File: config.mk
export PLATFORM = sky130hd
export DESIGN_NAME = lzc_mul
export DESIGN_NICKNAME = d
export VERILOG_FILES = /design/src/hw/rtl/lzc_pkg.sv /design/src/hw/rtl/lzc_mul.sv
export SDC_FILE = /design/constraint.sdc
export NUM_CORES = 2
export LEC_CHECK = 0
export BUFFER_PORTS_ARGS = -buffer_cell sky130_fd_sc_hd__buf_2
export CORE_MARGIN = 2
export CORE_UTILIZATION = 30
export CTS_CLUSTER_DIAMETER = 120
export DETAILED_ROUTE_END_ITERATION = 12
export PLACE_DENSITY = 0.45
export SLEW_MARGIN = 20
export SYNTH_ARGS = -nofsm -noshare
export SYNTH_HDL_FRONTEND = slang
export SYNTH_SLANG_ARGS = --single-unit
File: constraint.sdc
create_clock -name clk -period 8.75 [get_ports clk]
set_input_delay 0.4375 -clock clk [delete_from_list [all_inputs] [get_ports clk]]
set_output_delay 0.4375 -clock clk [all_outputs]
set_load 0.02 [all_outputs]
File: src/hw/rtl/lzc_pkg.sv
// shared types, constants and saturating arithmetic for the lorenz/chua derivative core
package lzc_pkg;

    // fixed word layout of every payload field and coefficient
    localparam int WORD_BITS         = 40;
    localparam int FRAC_BITS_DEFAULT = 24;
    localparam int CFG_INDEX_BITS    = 3;

    // configuration register indexes
    localparam logic [CFG_INDEX_BITS-1:0] REG_SELECT      = 3'd0;
    localparam logic [CFG_INDEX_BITS-1:0] REG_SIGMA       = 3'd1;
    localparam logic [CFG_INDEX_BITS-1:0] REG_RHO         = 3'd2;
    localparam logic [CFG_INDEX_BITS-1:0] REG_BETA        = 3'd3;
    localparam logic [CFG_INDEX_BITS-1:0] REG_ALPHA       = 3'd4;
    localparam logic [CFG_INDEX_BITS-1:0] REG_SLOPE_INNER = 3'd5;
    localparam logic [CFG_INDEX_BITS-1:0] REG_SLOPE_OUTER = 3'd6;

    typedef logic signed [WORD_BITS-1:0] word_t;

    localparam word_t WORD_MAX = {1'b0, {(WORD_BITS-1){1'b1}}};
    localparam word_t WORD_MIN = {1'b1, {(WORD_BITS-1){1'b0}}};

    // value plus clip indication
    typedef struct packed {
        logic  clip;
        word_t v;
    } sat_t;

    typedef struct packed {
        word_t pos_x;
        word_t pos_y;
        word_t pos_z;
        word_t tangent_x;
        word_t tangent_y;
        word_t tangent_z;
    } in_t;

    typedef struct packed {
        word_t rate_x;
        word_t rate_y;
        word_t rate_z;
        word_t tangent_rate_x;
        word_t tangent_rate_y;
        word_t tangent_rate_z;
        logic  saturated;
    } out_t;

    // saturating add
    function automatic sat_t sat_add(word_t a, word_t b);
        logic [WORD_BITS:0] s;
        sat_t r;
        s = {a[WORD_BITS-1], a} + {b[WORD_BITS-1], b};
        if (s[WORD_BITS] != s[WORD_BITS-1])
        begin
            r.clip = 1'b1;
            r.v    = s[WORD_BITS] ? WORD_MIN : WORD_MAX;
        end
        else
        begin
            r.clip = 1'b0;
            r.v    = s[WORD_BITS-1:0];
        end
        return r;
    endfunction

    // saturating subtract
    function automatic sat_t sat_sub(word_t a, word_t b);
        logic [WORD_BITS:0] s;
        sat_t r;
        s = {a[WORD_BITS-1], a} - {b[WORD_BITS-1], b};
        if (s[WORD_BITS] != s[WORD_BITS-1])
        begin
            r.clip = 1'b1;
            r.v    = s[WORD_BITS] ? WORD_MIN : WORD_MAX;
        end
        else
        begin
            r.clip = 1'b0;
            r.v    = s[WORD_BITS-1:0];
        end
        return r;
    endfunction

endpackage

File: src/hw/rtl/lzc_mul.sv
// four-stage fixed-point multiplier with rounding and saturation
module lzc_mul
    import lzc_pkg::*;
#(
    parameter int AW        = WORD_BITS,
    parameter int BW        = WORD_BITS,
    parameter int FRAC_BITS = FRAC_BITS_DEFAULT
)
(
    input  logic                 clk,
    input  logic                 en,
    input  logic signed [AW-1:0] a,
    input  logic signed [BW-1:0] b,
    output word_t                q,
    output logic                 clip
);

    localparam int AL = AW / 2;
    localparam int AH = AW - AL;
    localparam int BL = BW / 2;
    localparam int BH = BW - BL;
    localparam int PW = AW + BW;
    localparam int SW = PW + 1 - FRAC_BITS;
    localparam logic [PW:0]   HALF    = (PW+1)'(1) << (FRAC_BITS - 1);
    localparam logic [SW-1:0] LIM_POS = SW'((64'd1 << (WORD_BITS - 1)) - 64'd1);
    localparam logic [SW-1:0] LIM_NEG = SW'(64'd1 << (WORD_BITS - 1));

    logic [AW-1:0]      ma_reg, ma_next;
    logic [BW-1:0]      mb_reg, mb_next;
    logic               neg1_reg, neg2_reg, neg3_reg;
    logic [AL+BL-1:0]   p00_reg, p00_next;
    logic [AL+BH-1:0]   p01_reg, p01_next;
    logic [AH+BL-1:0]   p10_reg, p10_next;
    logic [AH+BH-1:0]   p11_reg, p11_next;
    logic [PW-1:0]      prod_reg, prod_next;
    logic [PW:0]        rnd;
    logic [SW-1:0]      shifted, lim, mag;
    logic [WORD_BITS-1:0] mag_w;
    word_t              q_reg, q_next;
    logic               clip_reg, clip_next;

    // operand magnitudes
    always_comb
    begin
        ma_next = a[AW-1] ? AW'(~a + 1'b1) : AW'(a);
        mb_next = b[BW-1] ? BW'(~b + 1'b1) : BW'(b);
    end

    // partial products
    always_comb
    begin
        p00_next = (AL+BL)'(ma_reg[AL-1:0]) * (AL+BL)'(mb_reg[BL-1:0]);
        p01_next = (AL+BH)'(ma_reg[AL-1:0]) * (AL+BH)'(mb_reg[BW-1:BL]);
        p10_next = (AH+BL)'(ma_reg[AW-1:AL]) * (AH+BL)'(mb_reg[BL-1:0]);
        p11_next = (AH+BH)'(ma_reg[AW-1:AL]) * (AH+BH)'(mb_reg[BW-1:BL]);
    end

    // partial product sum
    always_comb
    begin
        prod_next = (PW'(p11_reg) << (AL + BL)) + (PW'(p10_reg) << AL)
                  + (PW'(p01_reg) << BL) + PW'(p00_reg);
    end

    // round half away from zero, clip, restore sign
    always_comb
    begin
        rnd       = {1'b0, prod_reg} + HALF;
        shifted   = rnd[PW:FRAC_BITS];
        lim       = neg3_reg ? LIM_NEG : LIM_POS;
        clip_next = shifted > lim;
        mag       = clip_next ? lim : shifted;
        mag_w     = mag[WORD_BITS-1:0];
        q_next    = neg3_reg ? (~mag_w + 1'b1) : mag_w;
    end

    always_ff @(posedge clk)
    begin
        if (en)
        begin
            ma_reg   <= ma_next;
            mb_reg   <= mb_next;
            neg1_reg <= a[AW-1] ^ b[BW-1];
            p00_reg  <= p00_next;
            p01_reg  <= p01_next;
            p10_reg  <= p10_next;
            p11_reg  <= p11_next;
            neg2_reg <= neg1_reg;
            prod_reg <= prod_next;
            neg3_reg <= neg2_reg;
            q_reg    <= q_next;
            clip_reg <= clip_next;
        end
    end

    assign q    = q_reg;
    assign clip = clip_reg;

endmodule

==> results_dict.tcl <==
set metrics [dict create \
    endpoint_kind "flop" \
    drc 0 \
    root_buffer "clkbuf_16" \
    layout.nets 9394 \
    finalCritPeriodShare_pct 94.73 \
    io_buffers 122 \
    syn_inst 7314 \
    ys_types 90 \
    dieArea_mm2 0.2359 \
    wl_mm 207.8 \
    crit_slowest_cell "edfxtp_1" \
    h-tree-depth 2 \
    period_minus_slack_ps 8288 \
    place_congestion 0.8323 \
    rsz0062_at_grt "no" \
    holdBufCountCts 2 \
    hold_class "in2reg" \
    grt_max_degree 158 \
    cts_buffers 44 \
    dp.cells 10290 \
    critPathBufInv 5 \
    synth_enable_flop_cells 321 \
    synth_common_cells "inv_1 (1499), fa_1 (1318), and2_1 (893), nand2_1 (868), ha_1 (682)" \
    drive_above_1_share_pct 5.704 \
    layout.cells.non_filler 10400 \
    grt_usage_pct 17.82 \
    synth_nets 9396 \
    syn_avg_cell_area_um2 9.517 \
    worstMarginPinSlew_ps 1205 \
    grt_pass1_wl_mm 323.3 \
    clockBufferDepth 3 \
    drt_first_pass_iters 6 \
    fmax_mhz 120.7 \
    cp_max_fo 27 \
    die_width_um 485.7 \
    cts_tree "yes" \
    core-area_mm2 0.2303 \
    cpLargestDelayFamily "adder cells" \
    status "finished, final reports clean" \
    final_core_util_pct 32.98 \
    largest_reg_flops 57 \
    finalSetupTns_ps 0 \
    netlist_top_cells_area "fa_1 (38%), edfxtp_1 (14%), ha_1 (12%), inv_1 (8.1%), and2_1 (8.0%)" \
    syn_to_final_growth_pct 9.139 \
    syn_area_mm2 0.06961 \
    clk_latency_ps 660 \
    crit_required_ps 9070 \
    synth-async-reset-ratio_pct 0 \
    finalMaxSlewViolations 0 \
    synth_seq_cells 321 \
    cp_common_cell "fa_1" \
    ys_seq_area_share_pct 13.85 \
    yosysMostFrequentCell "inv_1" \
    drt_iter0_markers 2566 \
    num_vias 48460 \
    worstPathArrival_ps 8610 \
    ctsResizeCount 0 \
    grt.overflow.total 0 \
    setup_viol 0 \
    ys_warn_count 0 \
    max_slew_margin_pct 19.66 \
    yosysTopAreaCellShare_pct 37.91 \
    synth_flop_cell "edfxtp_1" \
    row_count 176 \
    die_h_um 485.7 \
    place_hpwl_mm 168.8 \
    path_clk_slew_ps 60 \
    routedWlPerCell_um 19.97 \
    cts_sinks 321 \
    fin_worst_skew_ps 42.88 \
    post-cts-setup-buffers 0 \
    crit_path_cell_trace "buf_4 > nand2_1 > fa_1 > fa_1 > fa_1 > inv_1 > fa_1 > fa_1 > fa_1 > inv_1 > fa_1 > inv_1 > ha_1 > o21a_1 > nand2_1 > o211ai_1 > buf_4 > nor2_1 > o21ba_2 > nor2b_1 > o21a_1 > o21a_1 > nor2_1 > xnor2_1" \
    initial_utilization_pct 30.22 \
    io_pins 123 \
    maxCapViolCount 0 \
    drt-vias-per-instance 4.658 \
    first_global_vias 53010 \
    crit_path_max_incr_delay_ps 1140 \
    antenna_found_initial 21 \
    worstSetupStartpointType "flop" \
    yosys.area.top_type "fa_1" \
    path_class "reg2reg" \
    drtAntennaViolNets 0 \
    hold_viol_final 0 \
    fill_cells 23900 \
]
-- worst reg2reg max path, cell delays in order (launching register included) --
cell and delay (ps):
edfxtp_1 1140, buf_4 530, nand2_1 150, fa_1 550, fa_1 540, fa_1 530
inv_1 70, fa_1 560, fa_1 450, fa_1 510, inv_1 50, fa_1 470
inv_1 40, ha_1 260, o21a_1 150, nand2_1 60, o211ai_1 310, buf_4 200
nor2_1 60, o21ba_2 210, nor2b_1 150, o21a_1 170, o21a_1 140, nor2_1 50
xnor2_1 610
-- cell usage in the layout, fill, tap and decap left out, types with 32 or more instances in the layout --
cell	synthesis	layout
inv_1	1499	1499
fa_1	1318	1318
and2_1	893	893
nand2_1	868	868
ha_1	682	682
edfxtp_1	321	321
xnor2_1	215	215
a21oi_1	173	173
nor2_1	158	158
buf_4	2	151
buf_2	7	121
o21ai_0	110	110
xor2_1	86	86
a21o_1	78	78
nand3_1	65	65
nor3_1	56	56
clkbuf_16	0	44
or3_1	33	33
diode_2	0	32
o31ai_1	32	32
-- per-stage QoR --
| step | hold WS [ps] | cell area [um^2] | setup slack [ps] |
|---|---|---|---|
| after global routing | 82.12 | 75960 | 74.60 |
| final | 97.50 | 75970 | 461.6 |
| after global placement | 403.0 | 74380 | 561.3 |
| after CTS | 49.61 | 75890 | 495.9 |
| after floorplan | 400.3 | 69610 | 1487 |
| after detailed placement | 414.7 | 74380 | 559.1 |
-- layout make-up --
type                            count  area [um^2]  area share, %
Antenna cell                       32        80.08         0.1054
Inverter                         1501         5634          7.416
Tap cell                         3026         3786          4.984
Timing Repair Buffer              303         2335          3.073
Multi-Input combinational cell   5141        53010          69.78
Clock buffer                       48         1116          1.469
Clock inverter                     32        370.4         0.4875
Sequential cell                   321         9639          12.69
-- path summary, 6_finish.rpt --
check	start	endpoint	slack [ps]	depth (start not counted)
setup / recovery	ma_reg[14]	p00_reg[25]	460	24
hold / removal	b[38]	mb_reg[38]	100	2
hold reg to reg	neg1_reg	neg2_reg	420	0
setup reg to reg	ma_reg[14]	p00_reg[25]	460	24
-- cells by family after synthesis --
| family | count (synthesis) | synth area share [%] |
|---|---|---|
| flip-flops | 321 | 13.85 |
| adder cells (fa/ha/maj) | 2000 | 50.17 |
| buffers and inverters | 1852 | 10.01 |
| AND/OR/NAND/NOR | 2249 | 16.61 |
| XOR/XNOR | 301 | 3.787 |
| AO/OA/AOI/OAI | 584 | 5.472 |
| multiplexers | 7 | 0.1061 |
-- per-layer routing --
layer	global-route usage (%)	vias up	wire [um]
met4	4.118	0	5064
met5	0	-	0
met3	1.853	171	9245
li1	-	22430	-
met1	25.52	24920	99310
met2	28.87	952	94160
Power is left out: the tool's default activity adds up to more than one toggle a clock period on the data nets, which glitch-free logic cannot reach.
